### src/rtl/priority_load_shed_controller_unit_macros.svh
// Assertion macros for the priority load shed controller.
`ifndef PRIORITY_LOAD_SHED_CONTROLLER_UNIT_MACROS_SVH
`define PRIORITY_LOAD_SHED_CONTROLLER_UNIT_MACROS_SVH

`ifndef SYNTH
// Same-cycle implication, disabled while reset is held.
`define PLSC_ASSERT_IMP(label, clk, rst_n, ante, cons) \
  label: assert property (@(posedge clk) disable iff (!rst_n) (ante) |-> (cons)) \
    else $error("plsc assertion failed");
// Next-cycle implication, disabled while reset is held.
`define PLSC_ASSERT_NXT(label, clk, rst_n, ante, cons) \
  label: assert property (@(posedge clk) disable iff (!rst_n) (ante) |=> (cons)) \
    else $error("plsc assertion failed");
`else
`define PLSC_ASSERT_IMP(label, clk, rst_n, ante, cons)
`define PLSC_ASSERT_NXT(label, clk, rst_n, ante, cons)
`endif

`endif

### src/rtl/plsc_pkg.sv
// Package of types, codes and helper functions for the priority load shed controller.
`timescale 1ns / 1ps
`default_nettype none

package plsc_pkg;

  localparam int unsigned LOAD_W         = 5;
  localparam int unsigned LOAD_COUNT_DEF = 5;
  localparam int unsigned ACTION_W       = 2;
  localparam int unsigned IN_DATA_W      = 8;
  localparam int unsigned OUT_DATA_W     = 8;

  typedef enum logic [ACTION_W-1:0] {
    ACT_NONE      = 2'd0,
    ACT_RECONNECT = 2'd1,
    ACT_SHED      = 2'd2
  } action_t;

  typedef struct packed {
    logic [ACTION_W-1:0] action;
    logic [LOAD_W-1:0]   switches;
    logic                maintenance;
  } item_t;

  typedef struct packed {
    logic [LOAD_W-1:0] shed_mask;
    logic [LOAD_W-1:0] last_shed_mask;
    logic [LOAD_W-1:0] last_switches;
    logic              last_maintenance;
  } state_t;

  // Bit i is set when load i exists.
  function automatic logic [LOAD_W-1:0] load_mask(input int unsigned count);
    logic [LOAD_W-1:0] m;
    m = '0;
    for (int unsigned i = 0; i < LOAD_W; i++) begin
      m[i] = (i < count);
    end
    return m;
  endfunction

  // One-hot of the highest set bit, zero when none is set.
  function automatic logic [LOAD_W-1:0] highest_bit(input logic [LOAD_W-1:0] v);
    logic [LOAD_W-1:0] h;
    logic              found;
    h     = '0;
    found = 1'b0;
    for (int i = LOAD_W - 1; i >= 0; i--) begin
      if (v[i] && !found) begin
        h[i]  = 1'b1;
        found = 1'b1;
      end
    end
    return h;
  endfunction

  // One-hot of the lowest set bit, zero when none is set.
  function automatic logic [LOAD_W-1:0] lowest_bit(input logic [LOAD_W-1:0] v);
    logic [LOAD_W-1:0] neg;
    neg = ~v + LOAD_W'(1);
    return v & neg;
  endfunction

endpackage

`default_nettype wire

### src/rtl/plsc_step.sv
// Combinational control pass: next shed state and the optional connected-load result.
`timescale 1ns / 1ps
`default_nettype none

module plsc_step #(
  parameter int unsigned LOAD_COUNT = plsc_pkg::LOAD_COUNT_DEF
) (
  input  wire plsc_pkg::item_t            item_i,
  input  wire plsc_pkg::state_t           state_i,
  output plsc_pkg::state_t                state_o,
  output logic                            emit_o,
  output logic [plsc_pkg::LOAD_W-1:0]     conn_o
);

  localparam logic [plsc_pkg::LOAD_W-1:0] LoadMask = plsc_pkg::load_mask(LOAD_COUNT);

  logic [plsc_pkg::LOAD_W-1:0] sw;
  logic [plsc_pkg::LOAD_W-1:0] conn_pre;
  logic [plsc_pkg::LOAD_W-1:0] shed_nxt;

  assign sw       = item_i.switches & LoadMask;
  assign conn_pre = sw & ~state_i.shed_mask & LoadMask;

  always_comb begin
    case (plsc_pkg::action_t'(item_i.action))
      plsc_pkg::ACT_RECONNECT: begin
        shed_nxt = state_i.shed_mask & ~plsc_pkg::highest_bit(state_i.shed_mask);
      end
      plsc_pkg::ACT_SHED: begin
        shed_nxt = state_i.shed_mask | plsc_pkg::lowest_bit(conn_pre);
      end
      default: begin
        shed_nxt = state_i.shed_mask;
      end
    endcase
    shed_nxt = shed_nxt & LoadMask;
  end

  always_comb begin
    state_o = state_i;
    emit_o  = 1'b0;
    conn_o  = sw;
    if (item_i.maintenance) begin
      // Maintenance drives the switches straight through and forgets any shedding.
      if (!state_i.last_maintenance || (sw != state_i.last_switches)) begin
        emit_o                   = 1'b1;
        state_o.shed_mask        = '0;
        state_o.last_shed_mask   = '0;
        state_o.last_switches    = sw;
        state_o.last_maintenance = 1'b1;
      end
    end else begin
      state_o.shed_mask = shed_nxt;
      conn_o            = sw & ~shed_nxt & LoadMask;
      if ((shed_nxt != state_i.last_shed_mask) || (sw != state_i.last_switches) ||
          state_i.last_maintenance) begin
        emit_o                   = 1'b1;
        state_o.last_shed_mask   = shed_nxt;
        state_o.last_switches    = sw;
        state_o.last_maintenance = 1'b0;
      end
    end
  end

endmodule

`default_nettype wire

### src/rtl/priority_load_shed_controller_unit.sv
// Top level of the priority load shed controller: input stage, shed state and result register.
`timescale 1ns / 1ps
`default_nettype none

// The block takes one control pass per transfer on the in_ channel and keeps
// track of which loads are shed. A pass in maintenance mode clears all shedding
// and drives the switch mask to the loads; a pass in normal mode may shed the
// lowest connected load or reconnect the highest shed one, and the loads driven
// are the switches less the shed ones. A result transfer on the out_ channel
// carries the connected-load mask and appears only when the mode, the switches
// or the shed mask differ from those of the previous result, so many passes
// give no result at all. Switch bits at or above LOAD_COUNT are treated as
// zero throughout. The block sustains one transfer per cycle in each
// direction while out_tready is held high: a pass is registered in the input
// stage on acceptance, worked out combinationally against the shed state,
// and its result is registered in the output register, from which it is
// offered on the out_ channel. The input stage and the output register
// together absorb a stall on the out_ side without losing a cycle, and
// in_tready follows out_tready combinationally when both stages are full.
// There is no configuration port.

`include "priority_load_shed_controller_unit_macros.svh"

module priority_load_shed_controller_unit #(
  parameter int unsigned LOAD_COUNT = plsc_pkg::LOAD_COUNT_DEF
) (
  input  wire logic                                clk,
  input  wire logic                                rst_n,
  input  wire logic                                in_tvalid,
  output logic                                     in_tready,
  // Fields from bit 0: action [1:0], switches [6:2], maintenance [7].
  input  wire logic [plsc_pkg::IN_DATA_W-1:0]      in_tdata,
  output logic                                     out_tvalid,
  input  wire logic                                out_tready,
  // Fields from bit 0: connected_loads [4:0], zero fill [7:5].
  output logic [plsc_pkg::OUT_DATA_W-1:0]          out_tdata
);

  localparam logic [plsc_pkg::LOAD_W-1:0] LoadMask = plsc_pkg::load_mask(LOAD_COUNT);

  // Input stage holding the accepted pass.
  logic                        s1_valid_r;
  logic                        s1_valid_nxt;
  plsc_pkg::item_t             s1_item_r;
  plsc_pkg::item_t             in_item;

  // Shed state carried between passes.
  plsc_pkg::state_t            state_r;
  plsc_pkg::state_t            state_nxt;

  // Result register.
  logic                        out_valid_r;
  logic                        out_valid_nxt;
  logic [plsc_pkg::LOAD_W-1:0] out_data_r;

  logic                        emit;
  logic [plsc_pkg::LOAD_W-1:0] conn;
  logic                        s1_adv;
  logic                        in_xfer;

  // Unpack the input transfer, lowest field in the lowest bits.
  assign in_item.action      = in_tdata[plsc_pkg::ACTION_W-1:0];
  assign in_item.switches    = in_tdata[plsc_pkg::ACTION_W +: plsc_pkg::LOAD_W];
  assign in_item.maintenance = in_tdata[plsc_pkg::ACTION_W + plsc_pkg::LOAD_W];

  plsc_step #(
    .LOAD_COUNT (LOAD_COUNT)
  ) u_step (
    .item_i  (s1_item_r),
    .state_i (state_r),
    .state_o (state_nxt),
    .emit_o  (emit),
    .conn_o  (conn)
  );

  // The pass in the input stage completes once the result register can take
  // its result; a pass with no result uses the same slot for simplicity.
  assign s1_adv    = s1_valid_r && (!out_valid_r || out_tready);
  assign in_tready = !s1_valid_r || s1_adv;
  assign in_xfer   = in_tvalid && in_tready;

  always_comb begin
    s1_valid_nxt = s1_valid_r;
    if (in_xfer) begin
      s1_valid_nxt = 1'b1;
    end else if (s1_adv) begin
      s1_valid_nxt = 1'b0;
    end
  end

  always_comb begin
    out_valid_nxt = out_valid_r;
    if (s1_adv && emit) begin
      out_valid_nxt = 1'b1;
    end else if (out_tready) begin
      out_valid_nxt = 1'b0;
    end
  end

  always_ff @(posedge clk) begin
    if (!rst_n) begin
      s1_valid_r  <= 1'b0;
      out_valid_r <= 1'b0;
      state_r     <= '0;
    end else begin
      s1_valid_r  <= s1_valid_nxt;
      out_valid_r <= out_valid_nxt;
      if (s1_adv) begin
        state_r <= state_nxt;
      end
    end
  end

  // Payload registers carry no reset.
  always_ff @(posedge clk) begin
    if (in_xfer) begin
      s1_item_r <= in_item;
    end
    if (s1_adv && emit) begin
      out_data_r <= conn;
    end
  end

  assign out_tvalid = out_valid_r;
  assign out_tdata  = {{(plsc_pkg::OUT_DATA_W - plsc_pkg::LOAD_W){1'b0}}, out_data_r};

  // A result never drives a load that does not exist.
  `PLSC_ASSERT_IMP(a_out_in_range, clk, rst_n, out_valid_r, (out_data_r & ~LoadMask) == '0)
  // While the last result came from maintenance, nothing may be shed.
  `PLSC_ASSERT_IMP(a_maint_no_shed, clk, rst_n, state_r.last_maintenance, state_r.shed_mask == '0)
  // The input side only stalls when a pass is held back in the input stage.
  `PLSC_ASSERT_IMP(a_stall_has_cause, clk, rst_n, !in_tready, s1_valid_r && out_valid_r)
  // A held pass stays in the input stage until it can complete.
  `PLSC_ASSERT_NXT(a_s1_hold, clk, rst_n, s1_valid_r && !s1_adv, s1_valid_r)

endmodule

`default_nettype wire
### config.mk
export PLATFORM = sky130hd
export DESIGN_NAME = priority_load_shed_controller_unit
export DESIGN_NICKNAME = d
export VERILOG_FILES = /design/src/rtl/plsc_pkg.sv /design/src/rtl/plsc_step.sv /design/src/rtl/priority_load_shed_controller_unit.sv
export VERILOG_INCLUDE_DIRS = /design/src /design/src/rtl
export SDC_FILE = /design/constraint.sdc
export NUM_CORES = 1
export LEC_CHECK = 0
export ABC_AREA = 0
export BUFFER_PORTS_ARGS = -buffer_cell sky130_fd_sc_hd__buf_2
export CELL_PAD_IN_SITES_DETAIL_PLACEMENT = 0
export CELL_PAD_IN_SITES_GLOBAL_PLACEMENT = 1
export CORE_MARGIN = 1
export CORE_UTILIZATION = 44
export DETAILED_ROUTE_END_ITERATION = 8
export PLACE_DENSITY = 0.9
export SETUP_SLACK_MARGIN = 0.05
export SYNTH_ARGS = -nofsm -noshare
export SYNTH_HDL_FRONTEND = slang
export SYNTH_SLANG_ARGS = --single-unit
### constraint.sdc
create_clock -name clk -period 2.82 [get_ports clk]
set_clock_uncertainty 0.05 [all_clocks]
set_input_delay 0.282 -clock clk [delete_from_list [all_inputs] [get_ports clk]]
set_output_delay 0.282 -clock clk [all_outputs]
set_load 0.05 [all_outputs]
==> impl_metrics.json <==
{
  "clk_latency_ns": 0.28,
  "hold_class": "in -> reg",
  "dpl-instance-area_um2": 1750,
  "nets": 198,
  "layout_setup_ws_ns": 0.283,
  "pre_cts_ws_ns": 0.282,
  "max_freq_mhz": 394,
  "cts_tree": "built",
  "critPathKind": "reg -> reg",
  "yosys-mux-area-fraction_pct": 10.4,
  "ys_seq_area_share_pct": 46.0,
  "totalWireLength_um": 3340,
  "die_width_um": 62.9,
  "numCtsBuffers": 5,
  "grt_pass1_vias": 1150,
  "cts_resized": 0,
  "p_int_uw": 703,
  "synthToLayoutAreaGrowth_pct": 12.5,
  "combinationalPowerShare_pct": 12.7,
  "p_per_area_nw_per_um2": 515,
  "synth_cell_types": 45,
  "drc": 0,
  "yosys.area_share.adder_pct": 1.53,
  "layout_common_cells": "25 x nand2_1, 18 x buf_2, 18 x dfxtp_1",
  "diodes": 0,
  "swShare_pct": 25.7,
  "yosysWarningCount": 0,
  "power.switching_uw": 243,
  "hpwlAfterDp_um": 2530,
  "core_area_um2": 3440,
  "tns_ns": 0,
  "drtPass1Iterations": 4,
  "clk_pin_slew_worst_paths_ns": 0.06,
  "r2r_slack_ns": 0.28,
  "path_cells": "inv_1 > ha_1 > and2b_2 > a41oi_2 > a2111oi_2 > nand4_1 > o31ai_4 > buf_4 > mux2i_1",
  "io_buffers": 18,
  "track_usage_pct": 18.7,
  "arrival_ns": 2.69,
  "finalInstanceArea_um2": 1840,
  "finalMaxSlewViolations": 0,
  "start_kind": "flip-flop",
  "drv_cap": 0,
  "syn_area_um2": 1630,
  "initial_core_util_pct": 47.4,
  "synthSimpleGateAreaFrac_pct": 20.1,
  "htreeDepth": 2,
  "clkPwrFrac_pct": 34.2,
  "period_share_pct": 90.0,
  "drtIter0Drc": 73,
  "grt_pass1_wl_um": 5440,
  "crit_family": "compound AO/OA/AOI/OAI gates",
  "cts_num_sinks": 31,
  "clockBufferDepth": 2,
  "hold_viol": 0,
  "crit_path_end_kind": "flip-flop",
  "post_cts_buffers": 0,
  "vias": 1238,
  "status": "completed",
  "cts-root-buf": "clkbuf_8",
  "globalRoute.totalOverflow": 0,
  "viasPerCell": 5.36,
  "grt_max_degree": 30,
  "leakage_nw": 0.709,
  "antenna_left": 0,
  "avgRoutedWirePerCell_um": 14.5,
  "antenna_found_initial": 0,
  "fin_crit_ns": 2.54,
  "die-height_um": 62.9,
  "rsz0062_at_grt": "false",
  "cp.required_ns": 2.97,
  "syn-instance-count": 162,
  "max_stage_delay_ns": 0.37,
  "final_common_cell": "nand2_1",
  "synth_top_family_by_area": "simple AND/OR/NAND/NOR gates",
  "gp_congestion": 0.953,
  "critPathBufInv": 2,
  "ys_ff_latch": 31,
  "synth_compound_area_share_pct": 14.3,
  "dieArea_um2": 3960,
  "power_frac_seq_pct": 53.1,
  "finalSetupViolCount": 0,
  "ir_drop_v": 0.000310,
  "fp-row-count": 21,
  "crit_fanout": 5,
  "synth_xor_area_share_pct": 2.68,
  "io_pins": 22,
  "avgSynthCellArea_um2": 10.1,
  "holdBufCountCts": 0,
  "drive_gt1_share_pct": 18.4,
  "crit_slowest_cell": "a2111oi_2"
}
power groups by stage:
stage / Clock, mW / Sequential, mW / Combinational (mW)
after CTS: 0.337 / 0.502 / 0.122
after detailed placement: 0 / 0.511 / 0.121
final: 0.324 / 0.502 / 0.120
after floorplan: 0 / 0.520 / 0.0835
after global placement: 0 / 0.511 / 0.119
after global routing: 0.357 / 0.504 / 0.131
sequential cells by signal (all words and copies together), names as in the netlist:
register / flops
out_data_r: 5
s1_item_r: 8
out_tvalid: 1
state_r: 16
s1_valid_r: 1
cells in the mapped netlist, drive strengths merged:
cell / instances / area share [%]
o31a: 1 / 0.54
a31oi: 1 / 0.38
nand2b: 4 / 1.5
nand3b: 1 / 0.46
a221oi: 1 / 0.54
xnor2: 3 / 1.6
o21ai: 3 / 0.92
nor2: 11 / 2.5
o32ai: 1 / 0.54
and2b: 1 / 0.54
clkbuf: 1 / 0.23
edfxtp: 13 / 24
o41a: 2 / 1.4
a211o: 1 / 0.54
nand3: 2 / 0.61
o2111ai: 1 / 0.54
nand2: 25 / 5.8
a41oi: 1 / 1.0
o21a: 3 / 1.4
and2: 1 / 0.38
o211ai: 2 / 0.92
or3b: 1 / 0.54
a2111oi: 1 / 0.92
dfxtp: 18 / 22
xor2: 2 / 1.1
dlygate4sd1: 1 / 0.54
conb: 1 / 0.23
buf: 6 / 2.6
mux2i: 17 / 10
nor3: 2 / 0.61
o31ai: 1 / 1.3
a2bb2oi: 1 / 0.54
or3: 2 / 0.77
ha: 2 / 1.5
o221ai: 1 / 0.54
a32oi: 1 / 0.54
and3b: 1 / 0.61
inv: 5 / 1.3
a21boi: 1 / 0.46
nand4: 2 / 0.77
a21o: 1 / 0.46
a21oi: 3 / 0.92
nor2b: 13 / 5.0
area by class of cell:
class                      instances  area, µm²
sequential                        31        751
timing repair buffer              21        113
tap                               46       57.6
fill                             336       1610
multi-input combinational        120        812
clock buffer                       7       76.3
clock inverter                     1       5.00
inverter                           5       21.3
metrics by stage:
step,total power [mW],hold WS [ns],utilization (%),std cells
after CTS,0.960,0.115,53.3,231
after global placement,0.630,0.408,51.0,223
after floorplan,0.604,0.331,-,164
after detailed placement,0.633,0.410,51.0,223
after global routing,0.992,0.107,53.3,231
final,0.946,0.121,53.3,231
worst reg2reg max path, cell delays in order (launching register included):
cell and delay (ns):
edfxtp_1 0.35, inv_1 0.05, ha_1 0.30, and2b_2 0.26, a41oi_2 0.14, a2111oi_2 0.37, nand4_1 0.19, o31ai_4 0.34
buf_4 0.21, mux2i_1 0.20
logic make-up after synthesis:
| family | Yosys count |
|---|---|
| and+or+nand+nor | 66 |
| DFF | 31 |
| AOI/OAI and AO/OA | 27 |
| muxes | 17 |
| buffers and inverters | 13 |
| xor gates and xnor gates | 5 |
| adders and majority gates | 2 |
| other | 1 |
layer usage:
layer | up-vias | wire length [µm] | GRT usage, %
met5 | - | 0 | 0
li1 | 614 | - | -
met3 | 13 | 191 | 5.47
met2 | 41 | 1560 | 29.2
met4 | 0 | 117 | 12.2
met1 | 570 | 1470 | 22.0
worst paths after layout:
check / from / end / cells after the start
setup / recovery: s1_item_r[6] / state_r[10] / 9
hold / removal: in_tdata[7] / s1_item_r[0] / 1
setup reg to reg: s1_item_r[6] / state_r[10] / 9
hold reg to reg: state_r[5] / state_r[5] / 2
Note: power is estimated with default switching activity, not from simulation.
